### config.mk
export PLATFORM = sky130hd
export DESIGN_NAME = rle_mono_bitmap_expander_flat
export DESIGN_NICKNAME = d
export VERILOG_FILES = /design/src/hw/rtl/rme_pkg.sv /design/src/hw/rtl/rme_if.sv /design/src/hw/rtl/rme_csr.sv /design/src/hw/rtl/rme_front.sv /design/src/hw/rtl/rme_fifo.sv /design/src/hw/rtl/rme_back.sv /design/src/hw/rtl/rle_mono_bitmap_expander.sv /design/src/flat_wrapper.sv
export SDC_FILE = /design/constraint.sdc
export NUM_CORES = 1
export LEC_CHECK = 0
export ABC_CLOCK_PERIOD_IN_PS = 10250
export BUFFER_PORTS_ARGS = -buffer_cell sky130_fd_sc_hd__buf_2
export CAP_MARGIN = 20
export CORE_ASPECT_RATIO = 1.2
export CORE_UTILIZATION = 42
export DETAILED_ROUTE_END_ITERATION = 16
export HOLD_SLACK_MARGIN = 0.06
export RECOVER_POWER = 100
export SLEW_MARGIN = 20
export SYNTH_ARGS = -nofsm -noshare
export SYNTH_HDL_FRONTEND = slang
export SYNTH_SLANG_ARGS = --single-unit
export TNS_END_PERCENT = 20
### constraint.sdc
create_clock -name clock -period 10.25 [get_ports clock]
set_input_delay 1.5375 -clock clock [delete_from_list [all_inputs] [get_ports clock]]
set_output_delay 1.5375 -clock clock [all_outputs]
set_load 0.01 [all_outputs]
### src/hw/rtl/rme_pkg.sv
// Shared types and constants for the run-length mono bitmap expander.
// No dependencies; the CSR, front, FIFO, back and top-level files import this package.
`timescale 1ns / 1ps
`default_nettype none

package rme_pkg;

   // Stream escape code: next byte is a pattern, the one after is its count
   localparam logic [7:0] ESCAPE_BYTE = 8'h76;

   // Register file geometry
   localparam int CSR_ADDR_W = 5;
   localparam int CSR_DATA_W = 32;

   // Register indexes (byte address is four times the index)
   typedef enum logic [2:0] {
      REG_FOREGROUND = 3'd0,
      REG_BACKGROUND = 3'd1,
      REG_ROW_BYTES  = 3'd2,
      REG_IMAGE_ROWS = 3'd3,
      REG_COMPRESSED = 3'd4
   } csr_reg_type;

   // Reset values of the registers
   localparam logic [15:0] FOREGROUND_RST = 16'hFFFF;
   localparam logic [15:0] BACKGROUND_RST = 16'h0000;
   localparam logic [5:0]  ROW_BYTES_RST  = 6'd40;
   localparam logic [8:0]  IMAGE_ROWS_RST = 9'd240;
   localparam logic        COMPRESSED_RST = 1'b1;

   // Depth of the run queue between front and back
   localparam int RUN_FIFO_DEPTH = 4;

   typedef struct packed {
      logic [15:0] foreground;
      logic [15:0] background;
      logic [5:0]  row_bytes;
      logic [8:0]  image_rows;
      logic        compressed;
   } cfg_type;

   // One run descriptor as it travels from front to back
   typedef struct packed {
      logic [7:0] pattern;
      logic [7:0] run_length;
      logic [8:0] row_index;
      logic [5:0] byte_column;
      logic       image_end;
   } run_type;

endpackage

`default_nettype wire

### src/hw/rtl/rme_if.sv
// Request and response channel interfaces of the bitmap expander.
// Depends on nothing; payload widths follow the stream and run formats.
`timescale 1ns / 1ps
`default_nettype none

// Stream bytes in
interface rme_req_if;
   logic       valid;
   logic       ready;
   logic [7:0] data_byte;
   logic       image_start;

   modport source(output valid, output data_byte, output image_start, input ready);
   modport sink(input valid, input data_byte, input image_start, output ready);
endinterface

// Expanded runs out
interface rme_rsp_if;
   logic        valid;
   logic        ready;
   logic [15:0] pixel_0;
   logic [15:0] pixel_1;
   logic [15:0] pixel_2;
   logic [15:0] pixel_3;
   logic [15:0] pixel_4;
   logic [15:0] pixel_5;
   logic [15:0] pixel_6;
   logic [15:0] pixel_7;
   logic [7:0]  run_length;
   logic [8:0]  row_index;
   logic [5:0]  byte_column;
   logic        image_end;

   modport source(output valid, output pixel_0, output pixel_1, output pixel_2,
                  output pixel_3, output pixel_4, output pixel_5, output pixel_6,
                  output pixel_7, output run_length, output row_index,
                  output byte_column, output image_end, input ready);
   modport sink(input valid, input pixel_0, input pixel_1, input pixel_2,
                input pixel_3, input pixel_4, input pixel_5, input pixel_6,
                input pixel_7, input run_length, input row_index,
                input byte_column, input image_end, output ready);
endinterface

`default_nettype wire

### src/hw/rtl/rme_csr.sv
// Configuration register file with an APB-style write/read port.
// Depends on rme_pkg for register indexes, reset values and cfg_type.
`timescale 1ns / 1ps
`default_nettype none

module rme_csr (
   input  wire logic                           clock,
   input  wire logic                           reset,
   input  wire logic                           psel,
   input  wire logic                           penable,
   input  wire logic                           pwrite,
   input  wire logic [rme_pkg::CSR_ADDR_W-1:0] paddr,
   input  wire logic [rme_pkg::CSR_DATA_W-1:0] pwdata,
   output logic      [rme_pkg::CSR_DATA_W-1:0] prdata,
   output logic                                pready,
   output rme_pkg::cfg_type                    cfg
);
   import rme_pkg::*;

   cfg_type     cfg_ff;
   cfg_type     cfg_in;
   csr_reg_type reg_sel;
   logic        wr_en;

   assign pready  = 1'b1;
   assign reg_sel = csr_reg_type'(paddr[CSR_ADDR_W-1:2]);
   assign wr_en   = psel & penable & pwrite & pready;

   // Register write decode
   always_comb begin
      cfg_in = cfg_ff;
      if (wr_en) begin
         case (reg_sel)
            REG_FOREGROUND: cfg_in.foreground = pwdata[15:0];
            REG_BACKGROUND: cfg_in.background = pwdata[15:0];
            REG_ROW_BYTES:  cfg_in.row_bytes  = pwdata[5:0];
            REG_IMAGE_ROWS: cfg_in.image_rows = pwdata[8:0];
            REG_COMPRESSED: cfg_in.compressed = pwdata[0];
            default:        cfg_in = cfg_ff;
         endcase
      end
   end

   always_ff @(posedge clock) begin
      if (reset) begin
         cfg_ff.foreground <= FOREGROUND_RST;
         cfg_ff.background <= BACKGROUND_RST;
         cfg_ff.row_bytes  <= ROW_BYTES_RST;
         cfg_ff.image_rows <= IMAGE_ROWS_RST;
         cfg_ff.compressed <= COMPRESSED_RST;
      end else begin
         cfg_ff <= cfg_in;
      end
   end

   // Read mux
   always_comb begin
      prdata = '0;
      case (reg_sel)
         REG_FOREGROUND: prdata[15:0] = cfg_ff.foreground;
         REG_BACKGROUND: prdata[15:0] = cfg_ff.background;
         REG_ROW_BYTES:  prdata[5:0]  = cfg_ff.row_bytes;
         REG_IMAGE_ROWS: prdata[8:0]  = cfg_ff.image_rows;
         REG_COMPRESSED: prdata[0]    = cfg_ff.compressed;
         default:        prdata = '0;
      endcase
   end

   assign cfg = cfg_ff;

endmodule

`default_nettype wire

### src/hw/rtl/rme_front.sv
// Front end: accepts stream bytes, tracks escape state and row/column,
// and emits clipped run descriptors. Depends on rme_pkg and rme_req_if.
`timescale 1ns / 1ps
`default_nettype none

module rme_front #(
   parameter int MAX_LINE_PIXELS = 320
) (
   input  wire logic             clock,
   input  wire logic             reset,
   rme_req_if.sink               req,
   input  wire rme_pkg::cfg_type cfg,
   input  wire logic             run_full,
   output logic                  run_push,
   output rme_pkg::run_type      run
);
   import rme_pkg::*;

   // Row width cap from the line buffer size, clipped to the 6-bit register range
   localparam int          CapBytes = MAX_LINE_PIXELS / 8;
   localparam int          CapClip  = (CapBytes > 63) ? 63 : CapBytes;
   localparam logic [5:0]  CapLimit = 6'(CapClip);

   typedef enum logic [1:0] {
      ESC_NORMAL  = 2'd0,
      ESC_PATTERN = 2'd1,
      ESC_COUNT   = 2'd2
   } esc_type;

   esc_type    esc_ff, esc_in;
   logic [7:0] held_ff, held_in;
   logic [8:0] row_ff, row_in;
   logic [5:0] col_ff, col_in;
   logic       done_ff, done_in;

   logic       accept;
   logic [5:0] lim;
   logic [5:0] left;
   logic [7:0] pat;
   logic [7:0] cnt;
   logic       emit;
   logic [6:0] col_sum;

   assign req.ready = ~run_full;
   assign accept    = req.valid & req.ready;

   // Effective row width: at least one byte, at most the line buffer
   always_comb begin
      lim = (cfg.row_bytes == 6'd0) ? 6'd1 : cfg.row_bytes;
      if (lim > CapLimit) begin
         lim = CapLimit;
      end
   end

   // Per-byte state update and run build
   always_comb begin
      esc_in   = esc_ff;
      held_in  = held_ff;
      row_in   = row_ff;
      col_in   = col_ff;
      done_in  = done_ff;
      run_push = 1'b0;
      run      = '0;
      pat      = '0;
      cnt      = '0;
      emit     = 1'b0;
      left     = '0;
      col_sum  = '0;
      if (accept) begin
         if (req.image_start) begin
            row_in  = '0;
            col_in  = '0;
            esc_in  = ESC_NORMAL;
            done_in = 1'b0;
         end
         if (!(done_in || row_in >= cfg.image_rows)) begin
            // row already full (width lowered): move on before the byte
            if (col_in >= lim) begin
               col_in = '0;
               row_in = 9'(row_in + 9'd1);
               if (row_in >= cfg.image_rows) begin
                  done_in = 1'b1;
               end
            end
            if (!done_in) begin
               if (!cfg.compressed) begin
                  esc_in = ESC_NORMAL;
                  pat    = req.data_byte;
                  cnt    = 8'd1;
                  emit   = 1'b1;
               end else begin
                  case (esc_in)
                     ESC_PATTERN: begin
                        held_in = req.data_byte;
                        esc_in  = ESC_COUNT;
                     end
                     ESC_COUNT: begin
                        esc_in = ESC_NORMAL;
                        pat    = held_in;
                        cnt    = req.data_byte;
                        emit   = 1'b1;
                     end
                     default: begin
                        if (req.data_byte == ESCAPE_BYTE) begin
                           esc_in = ESC_PATTERN;
                        end else begin
                           esc_in = ESC_NORMAL;
                           pat    = req.data_byte;
                           cnt    = 8'd1;
                           emit   = 1'b1;
                        end
                     end
                  endcase
               end
               if (emit && cnt != 8'd0) begin
                  // clip at row end
                  left = lim - col_in;
                  if (cnt > {2'b00, left}) begin
                     cnt = {2'b00, left};
                  end
                  run.pattern     = pat;
                  run.run_length  = cnt;
                  run.row_index   = row_in;
                  run.byte_column = col_in;
                  col_sum = {1'b0, col_in} + {1'b0, cnt[5:0]};
                  col_in  = col_sum[5:0];
                  if (col_sum >= {1'b0, lim}) begin
                     col_in = '0;
                     row_in = 9'(row_in + 9'd1);
                     if (row_in >= cfg.image_rows) begin
                        done_in = 1'b1;
                     end
                     run.image_end = done_in;
                  end
                  run_push = 1'b1;
               end
            end
         end
      end
   end

   always_ff @(posedge clock) begin
      if (reset) begin
         esc_ff  <= ESC_NORMAL;
         held_ff <= '0;
         row_ff  <= '0;
         col_ff  <= '0;
         done_ff <= 1'b0;
      end else begin
         esc_ff  <= esc_in;
         held_ff <= held_in;
         row_ff  <= row_in;
         col_ff  <= col_in;
         done_ff <= done_in;
      end
   end

endmodule

`default_nettype wire

### src/hw/rtl/rme_fifo.sv
// Short run descriptor queue between the front and back ends.
// Depends on rme_pkg for run_type and the queue depth.
`timescale 1ns / 1ps
`default_nettype none

module rme_fifo (
   input  wire logic             clock,
   input  wire logic             reset,
   input  wire logic             push,
   input  wire rme_pkg::run_type push_run,
   output logic                  full,
   input  wire logic             pop,
   output rme_pkg::run_type      pop_run,
   output logic                  empty
);
   import rme_pkg::*;

   localparam int PtrW = $clog2(RUN_FIFO_DEPTH);
   localparam int CntW = $clog2(RUN_FIFO_DEPTH + 1);

   run_type         mem [RUN_FIFO_DEPTH];
   logic [PtrW-1:0] wr_ptr_ff, wr_ptr_in;
   logic [PtrW-1:0] rd_ptr_ff, rd_ptr_in;
   logic [CntW-1:0] count_ff, count_in;
   logic            do_push;
   logic            do_pop;

   assign full    = (count_ff == CntW'(RUN_FIFO_DEPTH));
   assign empty   = (count_ff == '0);
   assign do_push = push & ~full;
   assign do_pop  = pop & ~empty;
   assign pop_run = mem[rd_ptr_ff];

   // Pointer and occupancy update
   always_comb begin
      wr_ptr_in = do_push ? PtrW'(wr_ptr_ff + 1'b1) : wr_ptr_ff;
      rd_ptr_in = do_pop  ? PtrW'(rd_ptr_ff + 1'b1) : rd_ptr_ff;
      count_in  = count_ff;
      if (do_push && !do_pop) begin
         count_in = CntW'(count_ff + 1'b1);
      end else if (do_pop && !do_push) begin
         count_in = CntW'(count_ff - 1'b1);
      end
   end

   always_ff @(posedge clock) begin
      if (reset) begin
         wr_ptr_ff <= '0;
         rd_ptr_ff <= '0;
         count_ff  <= '0;
      end else begin
         wr_ptr_ff <= wr_ptr_in;
         rd_ptr_ff <= rd_ptr_in;
         count_ff  <= count_in;
      end
   end

   // Storage
   always_ff @(posedge clock) begin
      if (do_push) begin
         mem[wr_ptr_ff] <= push_run;
      end
   end

endmodule

`default_nettype wire

### src/hw/rtl/rme_back.sv
// Back end: pops run descriptors, expands the pattern MSB first into
// eight colors and holds the response register. Depends on rme_pkg, rme_rsp_if.
`timescale 1ns / 1ps
`default_nettype none

module rme_back (
   input  wire logic             clock,
   input  wire logic             reset,
   input  wire rme_pkg::cfg_type cfg,
   input  wire logic             run_empty,
   input  wire rme_pkg::run_type run,
   output logic                  run_pop,
   rme_rsp_if.source             rsp
);
   import rme_pkg::*;

   logic        out_valid_ff, out_valid_in;
   logic [15:0] pix_ff [8];
   logic [15:0] pix_in [8];
   logic [7:0]  len_ff;
   logic [8:0]  row_ff;
   logic [5:0]  col_ff;
   logic        end_ff;

   // Take a new run when the response register is free or draining
   assign run_pop      = ~run_empty & (~out_valid_ff | rsp.ready);
   assign out_valid_in = run_pop | (out_valid_ff & ~rsp.ready);

   // Bit expansion: pixel k follows pattern bit 7-k
   always_comb begin
      for (int k = 0; k < 8; k++) begin
         pix_in[k] = run.pattern[7-k] ? cfg.foreground : cfg.background;
      end
   end

   always_ff @(posedge clock) begin
      if (reset) begin
         out_valid_ff <= 1'b0;
      end else begin
         out_valid_ff <= out_valid_in;
      end
   end

   // Payload register, loaded on pop
   always_ff @(posedge clock) begin
      if (run_pop) begin
         for (int k = 0; k < 8; k++) begin
            pix_ff[k] <= pix_in[k];
         end
         len_ff <= run.run_length;
         row_ff <= run.row_index;
         col_ff <= run.byte_column;
         end_ff <= run.image_end;
      end
   end

   assign rsp.valid       = out_valid_ff;
   assign rsp.pixel_0     = pix_ff[0];
   assign rsp.pixel_1     = pix_ff[1];
   assign rsp.pixel_2     = pix_ff[2];
   assign rsp.pixel_3     = pix_ff[3];
   assign rsp.pixel_4     = pix_ff[4];
   assign rsp.pixel_5     = pix_ff[5];
   assign rsp.pixel_6     = pix_ff[6];
   assign rsp.pixel_7     = pix_ff[7];
   assign rsp.run_length  = len_ff;
   assign rsp.row_index   = row_ff;
   assign rsp.byte_column = col_ff;
   assign rsp.image_end   = end_ff;

endmodule

`default_nettype wire

### src/hw/rtl/rle_mono_bitmap_expander.sv
// Top level of the run-length mono bitmap expander.
// Depends on rme_pkg, rme_if, rme_csr, rme_front, rme_fifo and rme_back.
//
//   Port group  Direction  Handshake             Carries
//   req_ch      in         valid/ready           data_byte, image_start
//   rsp_ch      out        valid/ready           pixel_0..7, run_length, row, column, end
//   p*          in/out     psel/penable/pready   register writes and reads
//
// One stream byte is accepted every cycle while the run queue has room.
// A run goes from its last byte into the queue and from there into the response
// register, which drives rsp_ch.
// Reset (synchronous) restores the configuration registers, empties the queue and clears position and escape state.
// A stalled rsp_ch fills the four-entry queue, then req_ch.ready drops.
`timescale 1ns / 1ps
`default_nettype none

module rle_mono_bitmap_expander #(
   parameter int MAX_LINE_PIXELS = 320
) (
   input  wire logic                           clock,
   input  wire logic                           reset,
   rme_req_if.sink                             req_ch,
   rme_rsp_if.source                           rsp_ch,
   input  wire logic                           psel,
   input  wire logic                           penable,
   input  wire logic                           pwrite,
   input  wire logic [rme_pkg::CSR_ADDR_W-1:0] paddr,
   input  wire logic [rme_pkg::CSR_DATA_W-1:0] pwdata,
   output logic      [rme_pkg::CSR_DATA_W-1:0] prdata,
   output logic                                pready
);
   import rme_pkg::*;

   cfg_type cfg;
   run_type push_run;
   run_type pop_run;
   logic    run_push;
   logic    run_full;
   logic    run_pop;
   logic    run_empty;

   rme_csr u_csr (
      .clock   (clock),
      .reset   (reset),
      .psel    (psel),
      .penable (penable),
      .pwrite  (pwrite),
      .paddr   (paddr),
      .pwdata  (pwdata),
      .prdata  (prdata),
      .pready  (pready),
      .cfg     (cfg)
   );

   rme_front #(
      .MAX_LINE_PIXELS (MAX_LINE_PIXELS)
   ) u_front (
      .clock    (clock),
      .reset    (reset),
      .req      (req_ch),
      .cfg      (cfg),
      .run_full (run_full),
      .run_push (run_push),
      .run      (push_run)
   );

   rme_fifo u_fifo (
      .clock    (clock),
      .reset    (reset),
      .push     (run_push),
      .push_run (push_run),
      .full     (run_full),
      .pop      (run_pop),
      .pop_run  (pop_run),
      .empty    (run_empty)
   );

   rme_back u_back (
      .clock     (clock),
      .reset     (reset),
      .cfg       (cfg),
      .run_empty (run_empty),
      .run       (pop_run),
      .run_pop   (run_pop),
      .rsp       (rsp_ch)
   );

endmodule

`default_nettype wire

### src/flat_wrapper.sv
// flat-port wrapper written by rule: the top's interface ports become plain ports
module rle_mono_bitmap_expander_flat import rme_pkg::*;
#(
   parameter int MAX_LINE_PIXELS = 320
)
  (clock, reset, psel, penable, pwrite, paddr, pwdata, prdata, pready, req_ch_valid, req_ch_data_byte, req_ch_image_start, req_ch_ready, rsp_ch_valid, rsp_ch_pixel_0, rsp_ch_pixel_1, rsp_ch_pixel_2, rsp_ch_pixel_3, rsp_ch_pixel_4, rsp_ch_pixel_5, rsp_ch_pixel_6, rsp_ch_pixel_7, rsp_ch_run_length, rsp_ch_row_index, rsp_ch_byte_column, rsp_ch_image_end, rsp_ch_ready);
  rme_req_if req_ch_i ();
  rme_rsp_if rsp_ch_i ();
  input  wire logic clock;
  input  wire logic reset;
  input  wire logic psel;
  input  wire logic penable;
  input  wire logic pwrite;
  input  wire logic [rme_pkg::CSR_ADDR_W-1:0] paddr;
  input  wire logic [rme_pkg::CSR_DATA_W-1:0] pwdata;
  output logic      [rme_pkg::CSR_DATA_W-1:0] prdata;
  output logic pready;
  input wire logic [$bits(req_ch_i.valid)-1:0] req_ch_valid;
  input wire logic [$bits(req_ch_i.data_byte)-1:0] req_ch_data_byte;
  input wire logic [$bits(req_ch_i.image_start)-1:0] req_ch_image_start;
  output wire logic [$bits(req_ch_i.ready)-1:0] req_ch_ready;
  output wire logic [$bits(rsp_ch_i.valid)-1:0] rsp_ch_valid;
  output wire logic [$bits(rsp_ch_i.pixel_0)-1:0] rsp_ch_pixel_0;
  output wire logic [$bits(rsp_ch_i.pixel_1)-1:0] rsp_ch_pixel_1;
  output wire logic [$bits(rsp_ch_i.pixel_2)-1:0] rsp_ch_pixel_2;
  output wire logic [$bits(rsp_ch_i.pixel_3)-1:0] rsp_ch_pixel_3;
  output wire logic [$bits(rsp_ch_i.pixel_4)-1:0] rsp_ch_pixel_4;
  output wire logic [$bits(rsp_ch_i.pixel_5)-1:0] rsp_ch_pixel_5;
  output wire logic [$bits(rsp_ch_i.pixel_6)-1:0] rsp_ch_pixel_6;
  output wire logic [$bits(rsp_ch_i.pixel_7)-1:0] rsp_ch_pixel_7;
  output wire logic [$bits(rsp_ch_i.run_length)-1:0] rsp_ch_run_length;
  output wire logic [$bits(rsp_ch_i.row_index)-1:0] rsp_ch_row_index;
  output wire logic [$bits(rsp_ch_i.byte_column)-1:0] rsp_ch_byte_column;
  output wire logic [$bits(rsp_ch_i.image_end)-1:0] rsp_ch_image_end;
  input wire logic [$bits(rsp_ch_i.ready)-1:0] rsp_ch_ready;
  assign req_ch_i.valid = req_ch_valid;
  assign req_ch_i.data_byte = req_ch_data_byte;
  assign req_ch_i.image_start = req_ch_image_start;
  assign req_ch_ready = req_ch_i.ready;
  assign rsp_ch_valid = rsp_ch_i.valid;
  assign rsp_ch_pixel_0 = rsp_ch_i.pixel_0;
  assign rsp_ch_pixel_1 = rsp_ch_i.pixel_1;
  assign rsp_ch_pixel_2 = rsp_ch_i.pixel_2;
  assign rsp_ch_pixel_3 = rsp_ch_i.pixel_3;
  assign rsp_ch_pixel_4 = rsp_ch_i.pixel_4;
  assign rsp_ch_pixel_5 = rsp_ch_i.pixel_5;
  assign rsp_ch_pixel_6 = rsp_ch_i.pixel_6;
  assign rsp_ch_pixel_7 = rsp_ch_i.pixel_7;
  assign rsp_ch_run_length = rsp_ch_i.run_length;
  assign rsp_ch_row_index = rsp_ch_i.row_index;
  assign rsp_ch_byte_column = rsp_ch_i.byte_column;
  assign rsp_ch_image_end = rsp_ch_i.image_end;
  assign rsp_ch_i.ready = rsp_ch_ready;
  rle_mono_bitmap_expander #(.MAX_LINE_PIXELS(MAX_LINE_PIXELS)) u_core (.clock(clock), .reset(reset), .req_ch(req_ch_i), .rsp_ch(rsp_ch_i), .psel(psel), .penable(penable), .pwrite(pwrite), .paddr(paddr), .pwdata(pwdata), .prdata(prdata), .pready(pready));
endmodule
After elaboration in Yosys (flattened, before gate mapping)
Memories as Yosys holds them, arrays and structs flattened. A register that Yosys moved wholly into a read port is not among the register bits.
Cells that the tools add are included.
W data, S select, Z words.
{"block": "word_totals", "ff_bits": 106, "mem_bits_rw": 256, "inputBits": 53, "out_inout_bits": 187, "word_cells": 161, "n_memories": 2}
{"block": "op_classes", "n_addsub": 8, "magnitude_cmp": 7, "n_eq_ne": 8, "n_mux": 86, "n_bitwise": 15, "reduce_logical": 17}
{"name": "u_core.u_back.pix_ff", "words": 8, "word_bits": 16, "read_ports": 8, "rd_ports_with_merged_regs": 0, "wr": 8, "line": "rme_back.sv:18", "source": "logic [15:0] pix_ff [8];"}
{"name": "u_core.u_fifo.mem", "words": 4, "word_bits": 32, "read_ports": 1, "rd_ports_with_merged_regs": 1, "wr": 1, "line": "rme_fifo.sv:21", "source": "run_type mem [RUN_FIFO_DEPTH];"}
{"cell": "$mux W16", "n": 8}
{"cell": "$mux W32", "n": 4}
{"cell": "$mux W8", "n": 11}
{"cell": "$mux W9", "n": 9}
{"cell": "$mux W6", "n": 11}
{"cell": "$pmux W8 S2", "n": 2}
{"cell": "$ge A9 B9 Y1", "n": 3}
{"cell": "$mux W1", "n": 26}
{"cell": "$pmux W5 S4", "n": 1}
{"cell": "$add A9 B1 Y9 const B", "n": 2}
{"cell": "$mux W2", "n": 7}
{"cell": "$pmux W7 S2", "n": 1}
{"cell": "$reduce_and A2 Y1", "n": 5}
{"cell": "$pmux W3 S3", "n": 1}
{"cell": "$eq A8 B7 Y1 const B", "n": 1}
{"cell": "$gt A8 B6 Y1", "n": 1}
{"cell": "$reduce_bool A8 Y1", "n": 1}
{"cell": "$add A6 B6 Y7", "n": 1}
{"cell": "$and A1 B1 Y1", "n": 7}
{"cell": "$ge A7 B6 Y1", "n": 1}
{"cell": "$eq A3 B2 Y1 const B", "n": 2}
{"cell": "$eq A3 B3 Y1 const B", "n": 2}
{"cell": "$ge A6 B6 Y1", "n": 1}
{"cell": "$gt A6 B6 Y1 const B", "n": 1}
{"cell": "20 further kinds", "n": 32}

Longest topological paths before layout
Gate-level depths: netlist of run 1.
{"block": "depth", "ltp_word": 26, "ltp_mapped": 39, "ltp_nobuf": 37}

Modules after synthesis
A second synthesis of run 1 with hierarchy kept.
{"block": "unflattened", "cells_unflattened": 1278, "area_unflattened_um2": 18141.1}
{"mod": "rme_back", "instances": 1, "cells_each": 300, "area_per_inst_um2": 6593.8, "seq_area_each_um2": 4584.4}
{"mod": "rme_fifo", "instances": 1, "cells_each": 215, "area_per_inst_um2": 5132.4, "seq_area_each_um2": 4023.9}
{"mod": "rme_front", "instances": 1, "cells_each": 508, "area_per_inst_um2": 3872.5, "seq_area_each_um2": 520.5}
{"mod": "rme_csr", "instances": 1, "cells_each": 255, "area_per_inst_um2": 2542.4, "seq_area_each_um2": 960.9}

Least setup slack after synthesis of run 1
No wires, ideal clock.
{"block": "synth_timing", "path_type": "input port to flip-flop", "from": "input port rsp_ch_ready", "to": "register u_core.u_fifo.count_ff[2]", "setup_ns": 0.070, "arrival_time_ns": 10.535, "t_required_ns": 10.180, "setup_slack_ns": -0.355, "stages": 9, "n_path_buf": 0, "path_cell_list": "inv_1 a21oi_1 inv_1 ha_1 inv_1 fa_1 xor2_1 or3_1 a21oi_1"}
{"block": "synth_between", "elab_chain_len": 6, "word_cells_on_any_way": 8, "cone_classes": "1 x mux; 3 x bitwise; 4 x reduce/logical"}
{"item": "start, declared", "line": "flat_wrapper.sv:35", "source": "input wire logic [$bits(rsp_ch_i.ready)-1:0] rsp_ch_ready;"}
{"item": "$or A1 B1 Y1 (*)", "line": "rme_back.sv:26", "source": "assign run_pop = ~run_empty & (~out_valid_ff | rsp.ready);"}
{"item": "$and A1 B1 Y1 (*)", "line": "rme_back.sv:26"}
{"item": "named net u_core.run_pop", "line": "rle_mono_bitmap_expander.sv:39", "source": "logic run_pop;"}
{"item": "$and A1 B1 Y1 (*)", "line": "rme_fifo.sv:31", "source": "assign do_pop = pop & ~empty;"}
{"item": "$logic_not A1 Y1", "line": "rme_fifo.sv:39", "source": "if (do_push && !do_pop) begin"}
{"item": "$logic_and A1 B1 Y1", "line": "rme_fifo.sv:39"}
{"item": "$mux W3 or $reduce_bool A2 Y1 (tied branches)"}
{"item": "end signal, assigned", "line": "rme_fifo.sv:54", "source": "count_ff <= count_in;"}
{"item": "end, declared", "line": "rme_fifo.sv:24", "source": "logic [CntW-1:0] count_ff, count_in;"}
Mark *: on every way through the listed nets, which the timed path passes. The rest lies on a longest branch.
A chain may end at the register's enable or synchronous reset.

Worst setup path after layout of run 1
{"block": "layout_timing", "from": "input port req_ch_image_start", "to": "register u_core.u_front.row_ff[0]"}
{"block": "layout_between", "elab_chain_len": 20, "word_cells_on_any_way": 51, "cone_classes": "4 x add/sub; 5 x order compare; 2 x eq/ne; 37 x mux; 3 x reduce/logical"}
{"item": "start, declared", "line": "flat_wrapper.sv:20", "source": "input wire logic [$bits(req_ch_i.image_start)-1:0] req_ch_image_start;"}
{"item": "parallel branches: the longest is 19 deep, another holds $gt A8 B6 Y1"}
{"item": "$mux W9 (*)", "line": "rme_front.sv:76", "source": "if (!(done_in || row_in >= cfg.image_rows)) begin"}
{"item": "end signal, assigned", "line": "rme_front.sv:152", "source": "row_ff <= row_in;"}
{"item": "end, declared", "line": "rme_front.sv:32", "source": "logic [8:0] row_ff, row_in;"}
Every way passes the cells marked *. The select of a mux whose other input is x is not followed.

==> results of run 1 <==
## where the power goes
part	switching [mW]	internal [mW]	total (mW)
clock	0.563	0.737	1.30
combinational	0.833	0.535	1.37
sequential	0.132	2.26	2.39
total	1.53	3.53	5.06
## final timing paths
check                                                           start                                     to  cells past startpoint
worst max register to register      u_core.u_csr.cfg[12]$_SDFFE_PP0P_  u_core.u_front.row_ff[0]$_SDFFE_PP0P_                     36
worst min register to register  u_core.u_front.col_ff[4]$_SDFFE_PP0P_  u_core.u_front.col_ff[4]$_SDFFE_PP0P_                      2
worst max-delay path                               req_ch_image_start  u_core.u_front.row_ff[0]$_SDFFE_PP0P_                     37
worst min-delay path            u_core.u_front.col_ff[4]$_SDFFE_PP0P_  u_core.u_front.col_ff[4]$_SDFFE_PP0P_                      2
## final cells by class
cell class,instances,area [µm²]
antenna,2,5.00
clock buffer,49,992
clock inverter,18,155
fill,3695,21100
inverter,48,180
multi-input combinational,842,6660
sequential,364,10100
tap,539,674
timing repair buffer,220,887
## stage by stage
stage | instances | worst slack [ns]
after floorplan | 1360 | 1.82
after global placement | 2013 | 0.928
after detailed placement | 2013 | 0.902
after CTS | 2080 | 1.42
after global routing | 2080 | 0.443
final | 2082 | 0.990
## registers in the layout (all words and copies together), names as in the netlist, 3 cells and up, named ones only
register                       count
u_core.u_back.pix_ff             128
u_core.u_back.rsp.byte_column      6
u_core.u_back.rsp.row_index        9
u_core.u_back.rsp.run_length       8
u_core.u_csr.cfg                  48
u_core.u_fifo.count_ff             3
u_core.u_fifo.mem                128
u_core.u_front.col_ff              6
u_core.u_front.held_ff             8
u_core.u_front.row_ff              9
## cell families (layout without fill, tap and decap cells)
group / after synthesis / after routing / share of synthesized area, %
AO/OA/AOI/OAI: 167 / 167 / 6.70
XOR/XNOR: 32 / 32 / 1.62
adder cells (fa/ha/maj): 69 / 69 / 5.12
buffers and inverters: 154 / 335 / 3.72
flip-flops: 364 / 364 / 58.3
multiplexers: 200 / 200 / 15.2
other: 2 / 27 / 0.0434
AND/OR/NAND/NOR: 349 / 349 / 9.35
## cells in the mapped netlist (6+ instances only)
library cell | n | share of area [%]
a211o_1 | 13 | 0.66
buf_1 | 38 | 0.82
clkbuf_1 | 49 | 1.1
mux2i_1 | 33 | 1.9
or3_1 | 7 | 0.25
nor2b_1 | 23 | 0.83
nor3_1 | 14 | 0.40
a22oi_1 | 8 | 0.35
a21oi_1 | 53 | 1.5
o21ai_0 | 25 | 0.72
xor2_1 | 10 | 0.51
o21a_1 | 6 | 0.26
nand2_1 | 120 | 2.6
nand3_1 | 35 | 1.0
a32o_1 | 7 | 0.40
mux4_2 | 37 | 4.8
inv_1 | 45 | 0.98
and3_1 | 15 | 0.54
xnor2_1 | 22 | 1.1
nand2b_1 | 6 | 0.22
ha_1 | 66 | 4.8
edfxtp_1 | 280 | 49
mux2_2 | 129 | 8.4
dfxtp_1 | 84 | 9.7
and2_1 | 12 | 0.43
buf_4 | 17 | 0.74
nor2_1 | 94 | 2.0
a21o_1 | 11 | 0.48
## per-layer routing
metal	vias up	track usage [%]	routed length, µm
met2	312	33.6	20400
li1	5235	-	-
met3	52	2.87	2310
met4	2	4.92	739
met5	-	0	12
met1	5427	25.8	18500
## worst max-delay path: cells and delay by family
kind,cells,cell delay (ns)
AO/OA/AOI/OAI,14,2.95
XOR/XNOR,1,0.19
adder cells (fa/ha/maj),7,2.18
buffers and inverters,7,1.20
multiplexers,1,0.37
AND/OR/NAND/NOR,7,1.23
==> impl_summary.txt, run 1 <==
----------------------------------------------------
[Logic synthesis]
  Cell Area, Synth ... approximately 0.017 mm²
  Fraction of registers with async set/reset ... 0%
  Yosys Warn Count ... 0
  Top_reg_cell synth ... edfxtp_1
  Flop and latch count out of synthesis ... 364
  Gate Count Post-Synth ... 1337
  Register area share after synthesis ... a little under 60%
  Unique cell type count in the Yosys netlist ... 65
  Count of flip-flops with a built-in enable after synthesis ... 280
  Syn Area/Cell ... ~13 µm²

[Pwr]
  Power Dens Cells ... 257 mW/mm²
  Leakage power of the design ... 7.31 nW
  Power after layout ... 5.06 mW
  Worst ir drop on vdd ... 0.000135 V

[Detailed routing]
  Initial DRT Pass Iterations ... 5
  Via count ... around 11k
  Number of DRC markers in iteration 0 ... a little over 700
  DR DRC count ... 0
  Wire length per cell ... between 20 and 25 µm
  Ratio of routed vias to standard cells ... between 5 and 6
  Routed wire length ... ~42000 µm
  Remaining antenna violation count after routing ... 0

[Cells and area]
  Most used cells in the layout excluding fill and tap cells ... edfxtp_1 (280), clkbuf_1 (192), mux2_2 (128)
  Fin util ... about half
  NumNets Final ... between 1.5k and 2k
  Most common cell after layout, fill and taps aside ... edfxtp_1
  Fraction of layout instances using a drive strength above 1 ... between 15 and 20%
  Layout Area Growth over Synthesis ... 13.4%
  Non-Filler Cell Area, Final ... around 0.02 mm²

[Floorplanning]
  Number of top-level pins ... 240
  Core Region ... about 0.04 mm²
  Std cell rows ... 81
  Die boundary width ... roughly 190 µm
  Die Outline Area ... around 0.042 mm²
  Vertical die dimension ... about 220 µm
  Starting density of the core ... between 40% and 50%

[CTS]
  CTS Root Buffer Type ... clkbuf_16
  TritonCTS clock tree ... yes
  Depth of the CTS H-tree ... 2
  Post-CTS setup buffer count ... 0
  Clock Latency Late Sink ... 0.53 ns
  Hold-fix buffers at CTS ... 0
  Number of buffers on the longest clock path ... 3
  Clock edge transition at the registers on the reported setup and hold paths ... ~0.060 ns
  Sink count of the clock tree ... 364
  Post-cts repair resize count ... 0
  Inserted Clock Buffers ... 37

[Global route]
  Via count of the first global-routing pass ... 10.7k
  Aggregate global routing overflow ... 0
  Aggregate global-route resource usage ... about 19%
  Wire length of the first global-routing pass ... 63000 µm
  Antenna violations before repair ... 1
  Maximum number of pins on one net before global-route repair ... approximately 160

[Worst setup path]
  Critical Path End Type ... register
  Required time at the worst-slack endpoint ... around 11 ns
  Max stage delay on crit path ... slightly below 0.5 ns
  Most common cell on crit path ... ha_1
  Startpoint type of the worst setup path ... input pin
  Maximum fanout count along the critical path ... 16
  Worst setup path category ... in -> reg
  Arrival time of the worst setup path ... approximately 9.7 ns
  Register-to-Register Setup Slack ... approximately 2 ns
  Crit-path slowest cell ... fa_1

[Hold path]
  Classification of the worst-slack hold path ... reg -> reg

[Placed design]
  # port buffers ... just over 200
  Final Wtd Congestion ... between 0.8 and 0.9
  HPWL after detailed placement ... ~28000 µm
  Placed inst area ... between 0.015 and 0.02 mm²

[STA]
  Unrepaired setup endpoints after global routing ... no
  Final critical path time including I/O delays and setup ... between 9 and 10 ns
  Total of endpoints with negative setup slack in the final report ... 0
  Worst hold slack ... 0.451 ns
  Final-report max-slew violation count ... 378
  Maximum frequency from static timing analysis ... 108 MHz
  Share of the clock period used by the worst path after layout ... 90.3%
  Worst Tran Pin Value ... 8.65 ns
  Number of hold violations in the final report ... 0
  Worst setup skew after layout ... ~0.013 ns
  Worst slew margin ... -477%
  Setup TNS ... 0 ns

[Outcome]
  Outcome ... complete, but fails checks
  Violations in the final reports ... max-capacitance violations, max-slew violations

[Flow run]
  # Max-Cap Violations ... 7

----------------------------------------------------
Note: power is estimated with default switching activity, not from simulation.
==> inputs of run 2 (changes only) <==
--- a/config.mk
+++ b/config.mk
@@ -10,8 +10,10 @@
 export CAP_MARGIN = 20
 export CORE_ASPECT_RATIO = 1.2
 export CORE_UTILIZATION = 42
+export CTS_BUF_LIST = sky130_fd_sc_hd__clkbuf_4 sky130_fd_sc_hd__clkbuf_8
 export DETAILED_ROUTE_END_ITERATION = 16
 export HOLD_SLACK_MARGIN = 0.06
+export PLACE_DENSITY = 0.66
 export RECOVER_POWER = 100
 export SLEW_MARGIN = 20
 export SYNTH_ARGS = -nofsm -noshare
==> impl_summary.txt, run 2 (synthesis results as in run 1) <==
----------------------------------------------------
[Worst setup path]
  Kind of cell with the highest combined delay on the critical path ... simple AND/OR/NAND/NOR gates
  Crit-path slowest cell ... a211oi_4
  Register-to-Register Setup Slack ... about 1.9 ns
  Buf/Inv on CP ... 5
  Arrival time of the worst setup path ... approximately 9.6 ns
  Critical Path End Type ... register
  Maximum fanout count along the critical path ... 16
  Max stage delay on crit path ... about 0.43 ns
  Worst setup path category ... in -> reg
  Startpoint type of the worst setup path ... input pin
  Required time at the worst-slack endpoint ... roughly 11 ns

[Detailed routing]
  Routed wire length ... 41200 µm
  Number of DRC markers in iteration 0 ... a little over 800
  Remaining antenna violation count after routing ... 0
  Via count ... 11.2k
  Initial DRT Pass Iterations ... 5
  DR DRC count ... 0
  Ratio of routed vias to standard cells ... between 5 and 6
  Wire length per cell ... between 15 and 20 µm

[STA]
  Setup TNS ... 0 ns
  Worst Tran Pin Value ... 3.80 ns
  Final critical path time including I/O delays and setup ... between 9 and 10 ns
  Worst slew margin ... -154%
  Worst setup skew after layout ... approximately 0.035 ns
  Unrepaired setup endpoints after global routing ... no
  Final-report max-slew violation count ... between 300 and 400
  Total of endpoints with negative setup slack in the final report ... 0
  Number of hold violations in the final report ... 0
  Share of the clock period used by the worst path after layout ... about nine tenths
  Maximum frequency from static timing analysis ... between 100 and 150 MHz

[Global route]
  Wire length of the first global-routing pass ... 63200 µm
  Global routing met2 resource utilization ... between 30% and 40%
  Aggregate global routing overflow ... 0
  Antenna violations before repair ... 3
  Met1 capacity usage during global routing ... roughly 25%
  Global routing usage on met3 ... under 10%
  Maximum number of pins on one net before global-route repair ... between 70 and 80
  Aggregate global-route resource usage ... between 10% and 20%
  Via count of the first global-routing pass ... between 10k and 15k
  Busiest metal layer after global routing ... met2

[CTS]
  Post-CTS setup buffer count ... 0
  Hold-fix buffers at CTS ... 0
  Clock Latency Late Sink ... approximately 0.63 ns
  Post-cts repair resize count ... 0
  Clock edge transition at the registers on the reported setup and hold paths ... 0.06 ns
  Sink count of the clock tree ... 364
  TritonCTS clock tree ... yes
  Depth of the CTS H-tree ... 2
  CTS Root Buffer Type ... clkbuf_8
  Inserted Clock Buffers ... between 50 and 60
  Number of buffers on the longest clock path ... 3

[Floorplanning]
  Die boundary width ... 187 µm
  Number of top-level pins ... 240
  Die Outline Area ... roughly 0.042 mm²
  Starting density of the core ... a little over two fifths
  Core Region ... between 0.04 and 0.05 mm²
  Vertical die dimension ... 224 µm
  Std cell rows ... between 80 and 90

[Flow run]
  # Max-Cap Violations ... 8

[Placed design]
  HPWL after detailed placement ... roughly 28000 µm
  # port buffers ... 204
  Final Wtd Congestion ... roughly 0.84

[Cells and area]
  Layout Area Growth over Synthesis ... 13.1%
  Fin util ... ~48%
  Number of fill cells ... between 3k and 4k
  Most used cells in the layout excluding fill and tap cells ... edfxtp_1 (280), clkbuf_1 (184), mux2_2 (129)
  Fraction of layout instances using a drive strength above 1 ... approximately a fifth
  Most common cell after layout, fill and taps aside ... edfxtp_1
  NumNets Final ... 1650

[Pwr]
  Power Dens Cells ... between 200 and 250 mW/mm²
  Leakage power of the design ... about 7.3 nW
  Worst ir drop on vdd ... 0.000184 V

[Outcome]
  Outcome ... complete, but fails checks
  Violations in the final reports ... max-capacitance violations, max-slew violations

[Hold path]
  Classification of the worst-slack hold path ... reg -> reg

----------------------------------------------------
## run 2: changes by cell type in the layout (fill, tap and decap cells not counted), sizes merged
cell	change
diode	+2
buf	-4
inv	+2
clkbuf	+28
bufinv	+1
clkinv	+2
## run 2: final cells by class
type,count,area (µm²),area share [%]
clock buffers,74,893,4.56
repair buffers,219,876,4.47
clock inverters,23,189,0.965
well taps,539,674,3.44
inverters,48,180,0.920
flip-flops and latches,364,10100,51.5
multi-input cells,842,6670,34.1
diodes,4,10.0,0.0511
## run 2: metrics by stage
stage	instance area (µm²)	cells	power (mW)	worst slack (ns)	hold WS [ns]
detailed placement	18800	2011	3.79	0.868	0.446
CTS	19900	2108	4.99	1.50	0.454
global route	19600	2112	5.11	0.436	0.483
global placement	18800	2011	3.77	0.983	0.441
finish	19600	2113	4.89	1.14	0.455
floorplan	17400	1360	3.27	1.82	0.427
## run 2: routing by layer
layer	up-vias	wire, µm
met2	331	20900
met4	0	1140
li1	5268	-
met1	5522	17100
met3	63	2000
met5	-	0
## run 2: worst paths after layout
check,from,end,depth (start not counted)
hold reg to reg,u_core.u_front.col_ff[4]$_SDFFE_PP0P_,u_core.u_front.col_ff[4]$_SDFFE_PP0P_,2
setup reg to reg,u_core.u_csr.cfg[12]$_SDFFE_PP0P_,u_core.u_front.row_ff[0]$_SDFFE_PP0P_,39
setup / recovery,req_ch_image_start,u_core.u_front.row_ff[0]$_SDFFE_PP0P_,39
hold / removal,u_core.u_front.col_ff[4]$_SDFFE_PP0P_,u_core.u_front.col_ff[4]$_SDFFE_PP0P_,2
## run 2: worst min-delay path: stages (launching register included)
cell     delay, ns
dfxtp_1       0.31
nand2_1       0.05
a21oi_1       0.05
## run 2: where the power goes
part           internal (mW)  leakage [nW]  switching, mW
sequential              2.20          3.38          0.122
combinational          0.537          3.35          0.838
clock                  0.641         0.577          0.555
